===== src/sv/hcbd_pkg.sv =====
package hcbd_pkg;

    localparam int SIZE_BITS_DEFAULT = 32;

    localparam logic [7:0] CHAR_LF = 8'h0A;

    localparam logic CMD_PROCESS = 1'b0;
    localparam logic CMD_RESTART = 1'b1;

    // One result item as it leaves the decoder.
    typedef struct packed {
        logic [7:0] out_byte;
        logic       payload_valid;
        logic       body_end;
        logic       format_error;
    } hcbd_result_t;

endpackage


===== src/sv/hcbd_in_if.sv =====
interface hcbd_in_if;
    logic       valid;
    logic       ready;
    logic       command;
    logic [7:0] in_byte;

    modport source (output valid, output command, output in_byte, input ready);
    modport sink   (input valid, input command, input in_byte, output ready);
endinterface


===== src/sv/hcbd_out_if.sv =====
interface hcbd_out_if;
    logic       valid;
    logic       ready;
    logic [7:0] out_byte;
    logic       payload_valid;
    logic       body_end;
    logic       format_error;

    modport source (output valid, output out_byte, output payload_valid,
                    output body_end, output format_error, input ready);
    modport sink   (input valid, input out_byte, input payload_valid,
                    input body_end, input format_error, output ready);
endinterface


===== src/sv/hcbd_core.sv =====
module hcbd_core
    import hcbd_pkg::*;
#(
    parameter int SIZE_BITS = SIZE_BITS_DEFAULT
)
(
    input  logic         clk,
    input  logic         rst_n,
    input  logic         in_valid,
    output logic         in_ready,
    input  logic         in_command,
    input  logic [7:0]   in_byte,
    output logic         res_valid,
    input  logic         res_ready,
    output hcbd_result_t res
);

    typedef enum logic [2:0] {
        MODE_SKIP_WS   = 3'd0,
        MODE_DIGITS    = 3'd1,
        MODE_SKIP_LINE = 3'd2,
        MODE_DATA      = 3'd3,
        MODE_DONE      = 3'd4,
        MODE_ERROR     = 3'd5
    } mode_t;

    localparam logic [SIZE_BITS-1:0] COUNT_ONE = {{(SIZE_BITS-1){1'b0}}, 1'b1};

    logic                 s1_valid_reg;
    logic                 s1_cmd_reg;
    logic [7:0]           s1_byte_reg;
    logic                 s1_go;

    mode_t                mode_reg, mode_next;
    logic [SIZE_BITS-1:0] count_reg, count_next;
    logic                 seen_reg, seen_next;

    logic                 produce;
    hcbd_result_t         res_comb;
    logic                 is_hex;
    logic [3:0]           hex_val;
    logic                 is_space;
    logic                 overflow;

    always_comb
    begin
        is_hex  = 1'b1;
        hex_val = 4'd0;
        if (s1_byte_reg >= 8'h30 && s1_byte_reg <= 8'h39)
        begin
            hex_val = 4'(s1_byte_reg - 8'h30);
        end
        else if (s1_byte_reg >= 8'h61 && s1_byte_reg <= 8'h66)
        begin
            hex_val = 4'(s1_byte_reg - 8'h57);
        end
        else if (s1_byte_reg >= 8'h41 && s1_byte_reg <= 8'h46)
        begin
            hex_val = 4'(s1_byte_reg - 8'h37);
        end
        else
        begin
            is_hex = 1'b0;
        end
    end

    assign is_space = (s1_byte_reg == 8'h20) || (s1_byte_reg inside {[8'h09:8'h0D]});
    // Shifting in one more digit would lose a set bit at the top.
    assign overflow = |count_reg[SIZE_BITS-1 -: 4];

    always_comb
    begin
        mode_next = mode_reg;
        count_next = count_reg;
        seen_next = seen_reg;
        produce = 1'b0;
        res_comb = '0;
        if (s1_cmd_reg == CMD_RESTART)
        begin
            mode_next = MODE_SKIP_WS;
            count_next = '0;
            seen_next = 1'b0;
        end
        else
        begin
            case (mode_reg)
                MODE_SKIP_WS, MODE_DIGITS:
                begin
                    if (is_hex)
                    begin
                        if (overflow)
                        begin
                            mode_next = MODE_ERROR;
                            count_next = '0;
                            seen_next = 1'b0;
                            produce = 1'b1;
                            res_comb.format_error = 1'b1;
                        end
                        else
                        begin
                            count_next = {count_reg[SIZE_BITS-5:0], hex_val};
                            seen_next = 1'b1;
                            mode_next = MODE_DIGITS;
                        end
                    end
                    else if (mode_reg == MODE_SKIP_WS && !seen_reg)
                    begin
                        if (!is_space)
                        begin
                            mode_next = MODE_ERROR;
                            count_next = '0;
                            seen_next = 1'b0;
                            produce = 1'b1;
                            res_comb.format_error = 1'b1;
                        end
                    end
                    else if (s1_byte_reg == CHAR_LF)
                    begin
                        seen_next = 1'b0;
                        if (count_reg == '0)
                        begin
                            mode_next = MODE_DONE;
                            produce = 1'b1;
                            res_comb.body_end = 1'b1;
                        end
                        else
                        begin
                            mode_next = MODE_DATA;
                        end
                    end
                    else
                    begin
                        mode_next = MODE_SKIP_LINE;
                    end
                end
                MODE_SKIP_LINE:
                begin
                    if (s1_byte_reg == CHAR_LF)
                    begin
                        seen_next = 1'b0;
                        if (count_reg == '0)
                        begin
                            mode_next = MODE_DONE;
                            produce = 1'b1;
                            res_comb.body_end = 1'b1;
                        end
                        else
                        begin
                            mode_next = MODE_DATA;
                        end
                    end
                end
                MODE_DATA:
                begin
                    count_next = count_reg - COUNT_ONE;
                    if (count_reg == COUNT_ONE)
                    begin
                        mode_next = MODE_SKIP_WS;
                    end
                    produce = 1'b1;
                    res_comb.out_byte = s1_byte_reg;
                    res_comb.payload_valid = 1'b1;
                end
                MODE_ERROR:
                begin
                    produce = 1'b1;
                    res_comb.format_error = 1'b1;
                end
                default:
                begin
                    produce = 1'b0;
                end
            endcase
        end
    end

    // The held item moves on when it makes no result or the result stage can take one.
    assign s1_go     = s1_valid_reg && (!produce || res_ready);
    assign in_ready  = !s1_valid_reg || s1_go;
    assign res_valid = s1_valid_reg && produce;
    assign res       = res_comb;

    always_ff @(posedge clk or negedge rst_n)
    begin
        if (!rst_n)
        begin
            s1_valid_reg <= 1'b0;
            mode_reg <= MODE_SKIP_WS;
            count_reg <= '0;
            seen_reg <= 1'b0;
        end
        else
        begin
            if (in_ready)
            begin
                s1_valid_reg <= in_valid;
            end
            if (s1_go)
            begin
                mode_reg <= mode_next;
                count_reg <= count_next;
                seen_reg <= seen_next;
            end
        end
    end

    always_ff @(posedge clk)
    begin
        if (in_ready && in_valid)
        begin
            s1_cmd_reg <= in_command;
            s1_byte_reg <= in_byte;
        end
    end

    a_data_count_nonzero: assert property (@(posedge clk) disable iff (!rst_n)
        mode_reg == MODE_DATA |-> count_reg != '0)
        else $error("data mode with zero chunk count");

    a_restart_clears: assert property (@(posedge clk) disable iff (!rst_n)
        (s1_go && s1_cmd_reg == CMD_RESTART) |=> (mode_reg == MODE_SKIP_WS && count_reg == '0
                                                  && !seen_reg))
        else $error("restart did not clear decoder state");

    a_error_sticky: assert property (@(posedge clk) disable iff (!rst_n)
        (mode_reg == MODE_ERROR && !(s1_go && s1_cmd_reg == CMD_RESTART))
        |=> mode_reg == MODE_ERROR)
        else $error("error mode left without restart");

    a_seen_only_on_size_line: assert property (@(posedge clk) disable iff (!rst_n)
        seen_reg |-> (mode_reg == MODE_DIGITS || mode_reg == MODE_SKIP_LINE))
        else $error("digit flag set outside a size line");

endmodule


===== src/sv/hcbd_out_stage.sv =====
module hcbd_out_stage
    import hcbd_pkg::*;
(
    input  logic          clk,
    input  logic          rst_n,
    input  logic          res_valid,
    output logic          res_ready,
    input  hcbd_result_t  res,
    hcbd_out_if.source    result
);

    logic         out_valid_reg;
    hcbd_result_t out_data_reg;

    assign res_ready = !out_valid_reg || result.ready;

    always_ff @(posedge clk or negedge rst_n)
    begin
        if (!rst_n)
        begin
            out_valid_reg <= 1'b0;
        end
        else if (res_ready)
        begin
            out_valid_reg <= res_valid;
        end
    end

    always_ff @(posedge clk)
    begin
        if (res_ready && res_valid)
        begin
            out_data_reg <= res;
        end
    end

    assign result.valid         = out_valid_reg;
    assign result.out_byte      = out_data_reg.out_byte;
    assign result.payload_valid = out_data_reg.payload_valid;
    assign result.body_end      = out_data_reg.body_end;
    assign result.format_error  = out_data_reg.format_error;

endmodule


===== src/sv/http_chunked_body_decoder_unit.sv =====
// An accepted item that makes a result passes through the input register and then the
// result register before it shows on the result channel. Throughput: one item per cycle while
// no result stalls; the decoder state loop updates in the same cycle.
// Reset: rst_n is asynchronous and active low; it empties both registers and returns the
// parser to skipping whitespace before a size line, with the chunk count and digit flag clear.
module http_chunked_body_decoder_unit
    import hcbd_pkg::*;
#(
    parameter int SIZE_BITS = SIZE_BITS_DEFAULT
)
(
    input  logic       clk,
    input  logic       rst_n,
    hcbd_in_if.sink    body,
    hcbd_out_if.source result
);

    // The core holds one item in its input register. Its mode, chunk count and
    // digit flag are updated as that item leaves, so each item sees the state
    // left by the one before it. Items that produce nothing (skipped whitespace,
    // size digits, extension bytes, bytes after the end) leave without using
    // the result register, so they never wait on the downstream side.
    logic         res_valid;
    logic         res_ready;
    hcbd_result_t res;

    hcbd_core #(
        .SIZE_BITS (SIZE_BITS)
    ) u_core (
        .clk        (clk),
        .rst_n      (rst_n),
        .in_valid   (body.valid),
        .in_ready   (body.ready),
        .in_command (body.command),
        .in_byte    (body.in_byte),
        .res_valid  (res_valid),
        .res_ready  (res_ready),
        .res        (res)
    );

    // The result register lets the core move on while a finished item waits
    // to be taken downstream.
    hcbd_out_stage u_out (
        .clk       (clk),
        .rst_n     (rst_n),
        .res_valid (res_valid),
        .res_ready (res_ready),
        .res       (res),
        .result    (result)
    );

endmodule


===== src/flat_wrapper.sv =====
// flat-port wrapper written by rule: the top's interface ports become plain ports
module http_chunked_body_decoder_unit_flat import hcbd_pkg::*;
#(
    parameter int SIZE_BITS = SIZE_BITS_DEFAULT
)
  (clk, rst_n, body_valid, body_command, body_in_byte, body_ready, result_valid, result_out_byte, result_payload_valid, result_body_end, result_format_error, result_ready);
  hcbd_in_if body_i ();
  hcbd_out_if result_i ();
  input  logic clk;
  input  logic rst_n;
  input wire logic [$bits(body_i.valid)-1:0] body_valid;
  input wire logic [$bits(body_i.command)-1:0] body_command;
  input wire logic [$bits(body_i.in_byte)-1:0] body_in_byte;
  output wire logic [$bits(body_i.ready)-1:0] body_ready;
  output wire logic [$bits(result_i.valid)-1:0] result_valid;
  output wire logic [$bits(result_i.out_byte)-1:0] result_out_byte;
  output wire logic [$bits(result_i.payload_valid)-1:0] result_payload_valid;
  output wire logic [$bits(result_i.body_end)-1:0] result_body_end;
  output wire logic [$bits(result_i.format_error)-1:0] result_format_error;
  input wire logic [$bits(result_i.ready)-1:0] result_ready;
  assign body_i.valid = body_valid;
  assign body_i.command = body_command;
  assign body_i.in_byte = body_in_byte;
  assign body_ready = body_i.ready;
  assign result_valid = result_i.valid;
  assign result_out_byte = result_i.out_byte;
  assign result_payload_valid = result_i.payload_valid;
  assign result_body_end = result_i.body_end;
  assign result_format_error = result_i.format_error;
  assign result_i.ready = result_ready;
  http_chunked_body_decoder_unit #(.SIZE_BITS(SIZE_BITS)) u_core (.clk(clk), .rst_n(rst_n), .body(body_i), .result(result_i));
endmodule

===== config.mk =====
export PLATFORM = sky130hd
export DESIGN_NAME = http_chunked_body_decoder_unit_flat
export DESIGN_NICKNAME = d
export VERILOG_FILES = /design/src/sv/hcbd_pkg.sv /design/src/sv/hcbd_in_if.sv /design/src/sv/hcbd_out_if.sv /design/src/sv/hcbd_core.sv /design/src/sv/hcbd_out_stage.sv /design/src/sv/http_chunked_body_decoder_unit.sv /design/src/flat_wrapper.sv
export SDC_FILE = /design/constraint.sdc
export NUM_CORES = 1
export LEC_CHECK = 0
export BUFFER_PORTS_ARGS = -buffer_cell sky130_fd_sc_hd__buf_2
export CAP_MARGIN = 10
export CORE_MARGIN = 2
export CORE_UTILIZATION = 30
export DETAILED_ROUTE_END_ITERATION = 6
export PLACE_DENSITY_LB_ADDON = 0.1
export SKIP_CTS_REPAIR_TIMING = 1
export SYNTH_ARGS = -nofsm -noshare
export SYNTH_HDL_FRONTEND = slang
export SYNTH_SLANG_ARGS = --single-unit

===== constraint.sdc =====
create_clock -name clk -period 5.4 [get_ports clk]
set_input_delay 1.08 -clock clk [delete_from_list [all_inputs] [get_ports clk]]
set_output_delay 1.08 -clock clk [all_outputs]
set_load 0.05 [all_outputs]

==> metrics.yaml, run 1 <==
critical_path:
  r2r-start: "u_core.u_core.s1_byte_reg[0]"
  ff2ff_path_depth: 9
  reg2reg_setup_slack_ns: 1.08
  required_ns: 4.32
  cp_data_arrival_time_ns: 3.60
  slowest_stage: "a2111oi_2"
  cp_max_fo: 9
  crit_type: "flip-flop to primary output"
  r2r-end: "u_core.u_core.count_reg[19]"
  end_kind: "primary output"
  slowest_delay_ns: 0.90
  crit_chain: "inv_1 > ha_1 > o21bai_1 > a2111oi_2 > o21a_1 > a211oi_2 > o31ai_1 > or2_2 > buf_2"
  crit_path_start: "u_core.u_core.s1_byte_reg[0]"
  start_kind: "flip-flop"
route:
  wl_per_cell_microns: 18.4
  dr_total_vias: 3285
  drc: 0
  first_pass_iters: 5
  drt_iter0_markers: 258
  wl_mm: 10.7
  postRouteAntennaNets: 0
  vias_per_cell: 5.63
grt:
  grt_antenna_before_repair: 0
  grt_pass1_vias: 3173
  grt_use_total_pct: 17.4
  grt_pass1_wl_mm: 17.7
  grt-ovfl-total: 0
  grt_max_degree: 39
logic_synthesis:
  ys_warn_count: 0
  synth_top_cell_area_share_pct: 25.7
  seq_area_frac_synth_pct: 41.9
  ys_ff_latch: 58
  async_reset_ff_share_pct: 65.5
  synth_ff_type: "dfrtp_1"
  synth_edf_count: 20
  synth_area_per_cell_sq_um: 8.88
  synth_most_common_cell: "o21ai_0"
  synthCells: 417
  synth_cell_types: 54
  synth_commonest_cells: "60 x o21ai_0, 39 x nor2_1, 38 x dfrtp_1"
  syn_area_sq_um: 3700
  synth_area_leaders: "dfrtp_1 26%, edfxtp_1 16%, o21ai_0 8.1%"
  synth_fp_nets: 438
  synth_top_area_cell: "dfrtp_1"
worst_hold_path:
  hold_path_depth: 2
  hold_path_startpoint: "u_core.u_core.seen_reg"
  min_path_type: "flip-flop to flip-flop"
  min_to: "u_core.u_core.seen_reg"
flow_run:
  cap_viol_max_count: 0
clocking:
  clockRootBuffer: "clkbuf_16"
  clock-sinks: 58
  cts_buffer_depth: 2
  cts-htree-levels: 3
  clk_latency_ns: 0.34
  clk_pin_slew_worst_paths_ns: 0.05
  cts_tree: "yes"
  numCtsBuffers: 9
floorplanning:
  rows: 40
  die_height_microns: 115
  start_util_pct: 30.8
  core-area_sq_um: 12000
  num_io_pins: 26
  die_area_sq_um: 13200
  die_w_microns: 115
pwr:
  pwr-share-comb_pct: 42.3
  net-switching-power_w: 0.000926
  p_leak_nw: 1.70
  swShare_pct: 43.2
  seqPwrFrac_pct: 31.1
  vdd_ir_drop_max_mv: 0.212
  powerDensity_nw_per_um2: 508
  p_int_w: 0.00122
  pwr-share-clk_pct: 26.7
timing:
  fin_crit_ns: 4.68
  setup_viol: 0
  final_max_slew_viol_count: 0
  timing.fmax_mhz: 214
  worst_slew_pin_slew_ns: 1.06
  period_share_pct: 86.6
  max_slew_margin_pct: 29.4
  grt_setup_unrepaired: "false"
  tns_ns: 0
  finalHoldViolations: 0
  skew_ns: 0.00471
status:
  status: "finished, final reports clean"
finish:
  final_cells: 583
  diodes: 0
  area_growth_pct: 13.9
  largest_reg_flops: 32
  utilization_pct: 35.1
  nets: 452
  layout-drive-gt1-share_pct: 15.6
place:
  dpl.hpwl_mm: 7.01
  placedCellCount: 567
  gp_congestion: 0.746
  io_buffers: 25
-- metal layers --
layer  GRT usage (%)  part of all wire (%)
met1            24.8                    49
met2            26.0                    45
met3            3.85                   4.8
met4            5.78                   1.3
met5               0                     0
-- kinds of logic after synthesis --
family	synth area share (%)
simple gates	22.8
flops	41.9
mux	4.12
buf+inv	4.29
fa+ha+maj	2.70
xor+xnor	1.89
compound gates	22.2
-- layout make-up --
class / count / area [sq um]
fillers: 1262 / 7800
multi-input cells: 323 / 1990
flip-flops and latches: 58 / 1550
clock buffers: 9 / 225
well taps: 147 / 184
repair buffers: 29 / 155
clock inverters: 7 / 70.1
inverters: 10 / 37.5
-- stage by stage --
step                worst slack (ns)  total power (W)  cell area (sq um)  hold slack, ns
floorplan                       1.49          0.00132               3700           0.477
global placement                1.13          0.00157               3920           0.516
detailed placement              1.05          0.00156               3920           0.517
CTS                            0.679          0.00214               4220           0.533
global route                   0.390          0.00229               4220           0.562
finish                         0.724          0.00214               4220           0.537
-- power by group through the flow --
stage	combinational [W]	clock [W]	sequential [W]
floorplan	0.000665	0	0.000658
global placement	0.000894	0	0.000672
detailed placement	0.000888	0	0.000671
CTS	0.000895	0.000581	0.000663
global route	0.00101	0.000599	0.000681
finish	0.000905	0.000572	0.000665
-- critical path: cells and delay by family, from the launching register on --
family                     cells  cell delay, ns
AOI/OAI and AO/OA              5            1.92
adders and majority gates      1            0.25
buffers and inverters          2            0.45
DFF                            1            0.44
and+or+nand+nor                1            0.20
-- cells in the final DEF (no fill, tap or decap), drive strengths merged, types with 9 or more instances in the layout --
master | netlist | routed
or4 | 9 | 9
buf | 7 | 29
nor3 | 21 | 21
nor2 | 39 | 39
mux2 | 11 | 11
nand2 | 25 | 25
dfrtp | 38 | 38
a21oi | 29 | 29
clkbuf | 19 | 9
o21ai | 61 | 61
nor4 | 14 | 14
edfxtp | 20 | 20
and2 | 9 | 9
inv | 9 | 9
-- how the worst max path moves through the flow --
stage	to	slack (ns)	cells past startpoint
floorplan	body_ready	1.49	6
CTS	body_ready	0.68	9
detailed placement	u_core.u_core.count_reg[18]	1.05	9
global route	body_ready	0.39	9
global placement	u_core.u_core.count_reg[19]	1.13	9
finish	body_ready	0.72	9
No activity file was read; power rests on OpenSTA's default activity.
==> run 2, diff against run 1 <==
SYNTH_HIERARCHICAL = 1   (was not set)
==> run 2 against run 1 <==
  * Sequential cell count unchanged
  * Final cell count up 0.86%
  * Clock-buffer cell count up 5
  * Die area down 1.4%
  * Area after synthesis down 1.4%
  * Register-to-register slack better by 0.67 ns
  * Sequential share of layout area up 0.51 points
  * First-iteration DRC count down 6.6%
  * Fmax up 9.6%
  * Power down 16%
  * Non-clock buffer count up 2
  * Largest cell class unchanged
==> metrics.yaml, run 2 <==
status:
  status: "finished, final reports clean"
logic_synthesis:
  synth_fp_nets: 442
  async_reset_ff_share_pct: 65.5
  synthCells: 421
  synth_most_common_cell: "nor2_1"
  synth_edf_count: 20
  ys_ff_latch: 58
  synth_area_leaders: "dfrtp_1 26%, edfxtp_1 16%, nor2_1 6.9%"
  synth_top_cell_area_share_pct: 26.1
  synth_ff_type: "dfrtp_1"
  syn_area_sq_um: 3650
  synth_cell_types: 57
  synth_commonest_cells: "67 x nor2_1, 46 x a21oi_1, 38 x dfrtp_1"
  ys_warn_count: 6
  seq_area_frac_synth_pct: 42.5
  synth_area_per_cell_sq_um: 8.67
  synth_top_area_cell: "dfrtp_1"
route:
  dr_total_vias: 3253
  first_pass_iters: 4
  postRouteAntennaNets: 0
  wl_per_cell_microns: 17.3
  drc: 0
  drt_iter0_markers: 241
  wl_mm: 10.2
  vias_per_cell: 5.53
grt:
  grt_pass1_vias: 3077
  grt_antenna_before_repair: 0
  grt_max_degree: 41
  grt_pass1_wl_mm: 16.6
  grt-ovfl-total: 0
  grt_use_total_pct: 16.5
floorplanning:
  core-area_sq_um: 12000
  start_util_pct: 30.5
  rows: 40
  die_height_microns: 114
  die_area_sq_um: 13100
  die_w_microns: 114
  num_io_pins: 26
critical_path:
  start_kind: "flip-flop"
  r2r-end: "u_core/u_core/count_reg[1]"
  required_ns: 4.32
  reg2reg_setup_slack_ns: 1.75
  crit_path_end: "body_ready"
  crit_path_start: "u_core/u_core/s1_byte_reg[0]"
  crit_type: "flip-flop to primary output"
  end_kind: "primary output"
  ff2ff_path_depth: 10
  cp_data_arrival_time_ns: 3.19
  cp_max_fo: 5
  r2r-start: "u_core/u_core/s1_byte_reg[0]"
timing:
  worst_slew_pin_slew_ns: 0.942
  grt_setup_unrepaired: "false"
  finalHoldViolations: 0
  max_slew_margin_pct: 37.2
  setup_viol: 0
  fin_crit_ns: 4.27
  skew_ns: 0.00931
  timing.fmax_mhz: 234
  tns_ns: 0
  final_max_slew_viol_count: 0
  period_share_pct: 79.0
clocking:
  cts-htree-levels: 3
  clock-sinks: 58
  clockRootBuffer: "clkbuf_16"
  clk_pin_slew_worst_paths_ns: 0.05
  clk_latency_ns: 0.34
  cts_tree: "yes"
  cts_buffer_depth: 2
  numCtsBuffers: 9
worst_hold_path:
  min_path_type: "flip-flop to flip-flop"
pwr:
  powerDensity_nw_per_um2: 435
  vdd_ir_drop_max_mv: 0.179
  p_leak_nw: 1.64
  total_power_w: 0.00181
finish:
  layout_common_cells: "67 x nor2_1, 46 x a21oi_1, 38 x dfrtp_1, 25 x buf_2, 21 x o21ai_1"
  largest_reg_flops: 32
  nets: 458
  final_cells: 588
  layout-drive-gt1-share_pct: 12.0
  nFillCells: 1269
  final_common_cell: "nor2_1"
  diodes: 0
  area_growth_pct: 13.9
place:
  io_buffers: 25
  dpl.hpwl_mm: 6.83
  gp_congestion: 0.891
  placedCellCount: 573
flow_run:
  cap_viol_max_count: 0
## run 2: cell types whose count changed in the layout (fill, tap and decap cells not counted), sizes merged, moves of 4 or more
| cell | previous run | this run |
|---|---|---|
| nor2 | 39 | 67 |
| or4 | 9 | 4 |
| o41ai | 0 | 4 |
| o21ai | 61 | 26 |
| clkbuf | 9 | 14 |
| a22oi | 7 | 3 |
| o22a | 7 | 12 |
| mux2 | 11 | 1 |
| clkinvlp | 4 | 0 |
| a21oi | 29 | 46 |
| nand2 | 25 | 20 |
| a31oi | 8 | 14 |
## run 2: worst min path at each step
stage | cells after the start | start | endpoint
final | 2 | u_core/u_core/seen_reg | u_core/u_core/seen_reg
after global placement | 2 | u_core/u_core/seen_reg | u_core/u_core/seen_reg
after floorplan | 2 | u_core/u_core/seen_reg | u_core/u_core/seen_reg
after global routing | 2 | u_core/u_core/seen_reg | u_core/u_core/seen_reg
after CTS | 2 | u_core/u_core/seen_reg | u_core/u_core/seen_reg
after detailed placement | 2 | u_core/u_core/seen_reg | u_core/u_core/seen_reg
## run 2: cell families (layout without fill, tap and decap cells)
group / count (synthesis) / count (layout) / synth area share [%]
xor gates and xnor gates: 5 / 5 / 1.20
buffers and inverters: 36 / 56 / 4.04
AOI/OAI and AO/OA: 135 / 135 / 23.1
DFF: 58 / 58 / 42.5
adders and majority gates: 8 / 8 / 2.74
and+or+nand+nor: 178 / 178 / 26.1
muxes: 1 / 1 / 0.309
## run 2: per-stage QoR
step                utilization, %  instance area (sq um)  hold slack [ns]  setup WS [ns]
floorplan                        -                   3650            0.469           1.93
global placement              32.6                   3900            0.502           1.58
detailed placement            32.6                   3900            0.511           1.49
global route                  34.8                   4160            0.567          0.764
CTS                           34.8                   4160            0.521           1.09
finish                        34.8                   4160            0.519           1.13
## run 2: area by class of cell
class | instances | area [sq um] | area share [%]
clock buffers | 14 | 254 | 6.11
clock inverters | 1 | 5.00 | 0.120
inverters | 10 | 37.5 | 0.903
multi-input cells | 327 | 1960 | 47.0
flip-flops and latches | 58 | 1550 | 37.3
well taps | 147 | 184 | 4.42
repair buffers | 31 | 170 | 4.09
## run 2: layer usage
metal	global-route usage [%]	share of wire, %	vias to the layer above
met1	24.0	49	1574
met5	0	0	-
met3	4.98	5.2	4
met2	24.4	45	77
met4	3.41	0.58	0
li1	-	-	1598
## run 2: where the power goes
| group | leakage (nW) | total (W) | internal, W | switching, W |
|---|---|---|---|---|
| Clock | 0.127 | 0.000517 | 0.000320 | 0.000197 |
| Sequential | 0.690 | 0.000669 | 0.000543 | 0.000126 |
| Combinational | 0.819 | 0.000623 | 0.000224 | 0.000399 |
## run 2: critical path, cell delays in order (launching register included)
cell      delay, ns
edfxtp_1       0.43
inv_1          0.19
ha_1           0.25
inv_1          0.05
o311ai_1       0.58
a21oi_1        0.30
a21oi_1        0.25
a31oi_1        0.15
a211oi_1       0.36
inv_1          0.07
buf_2          0.21
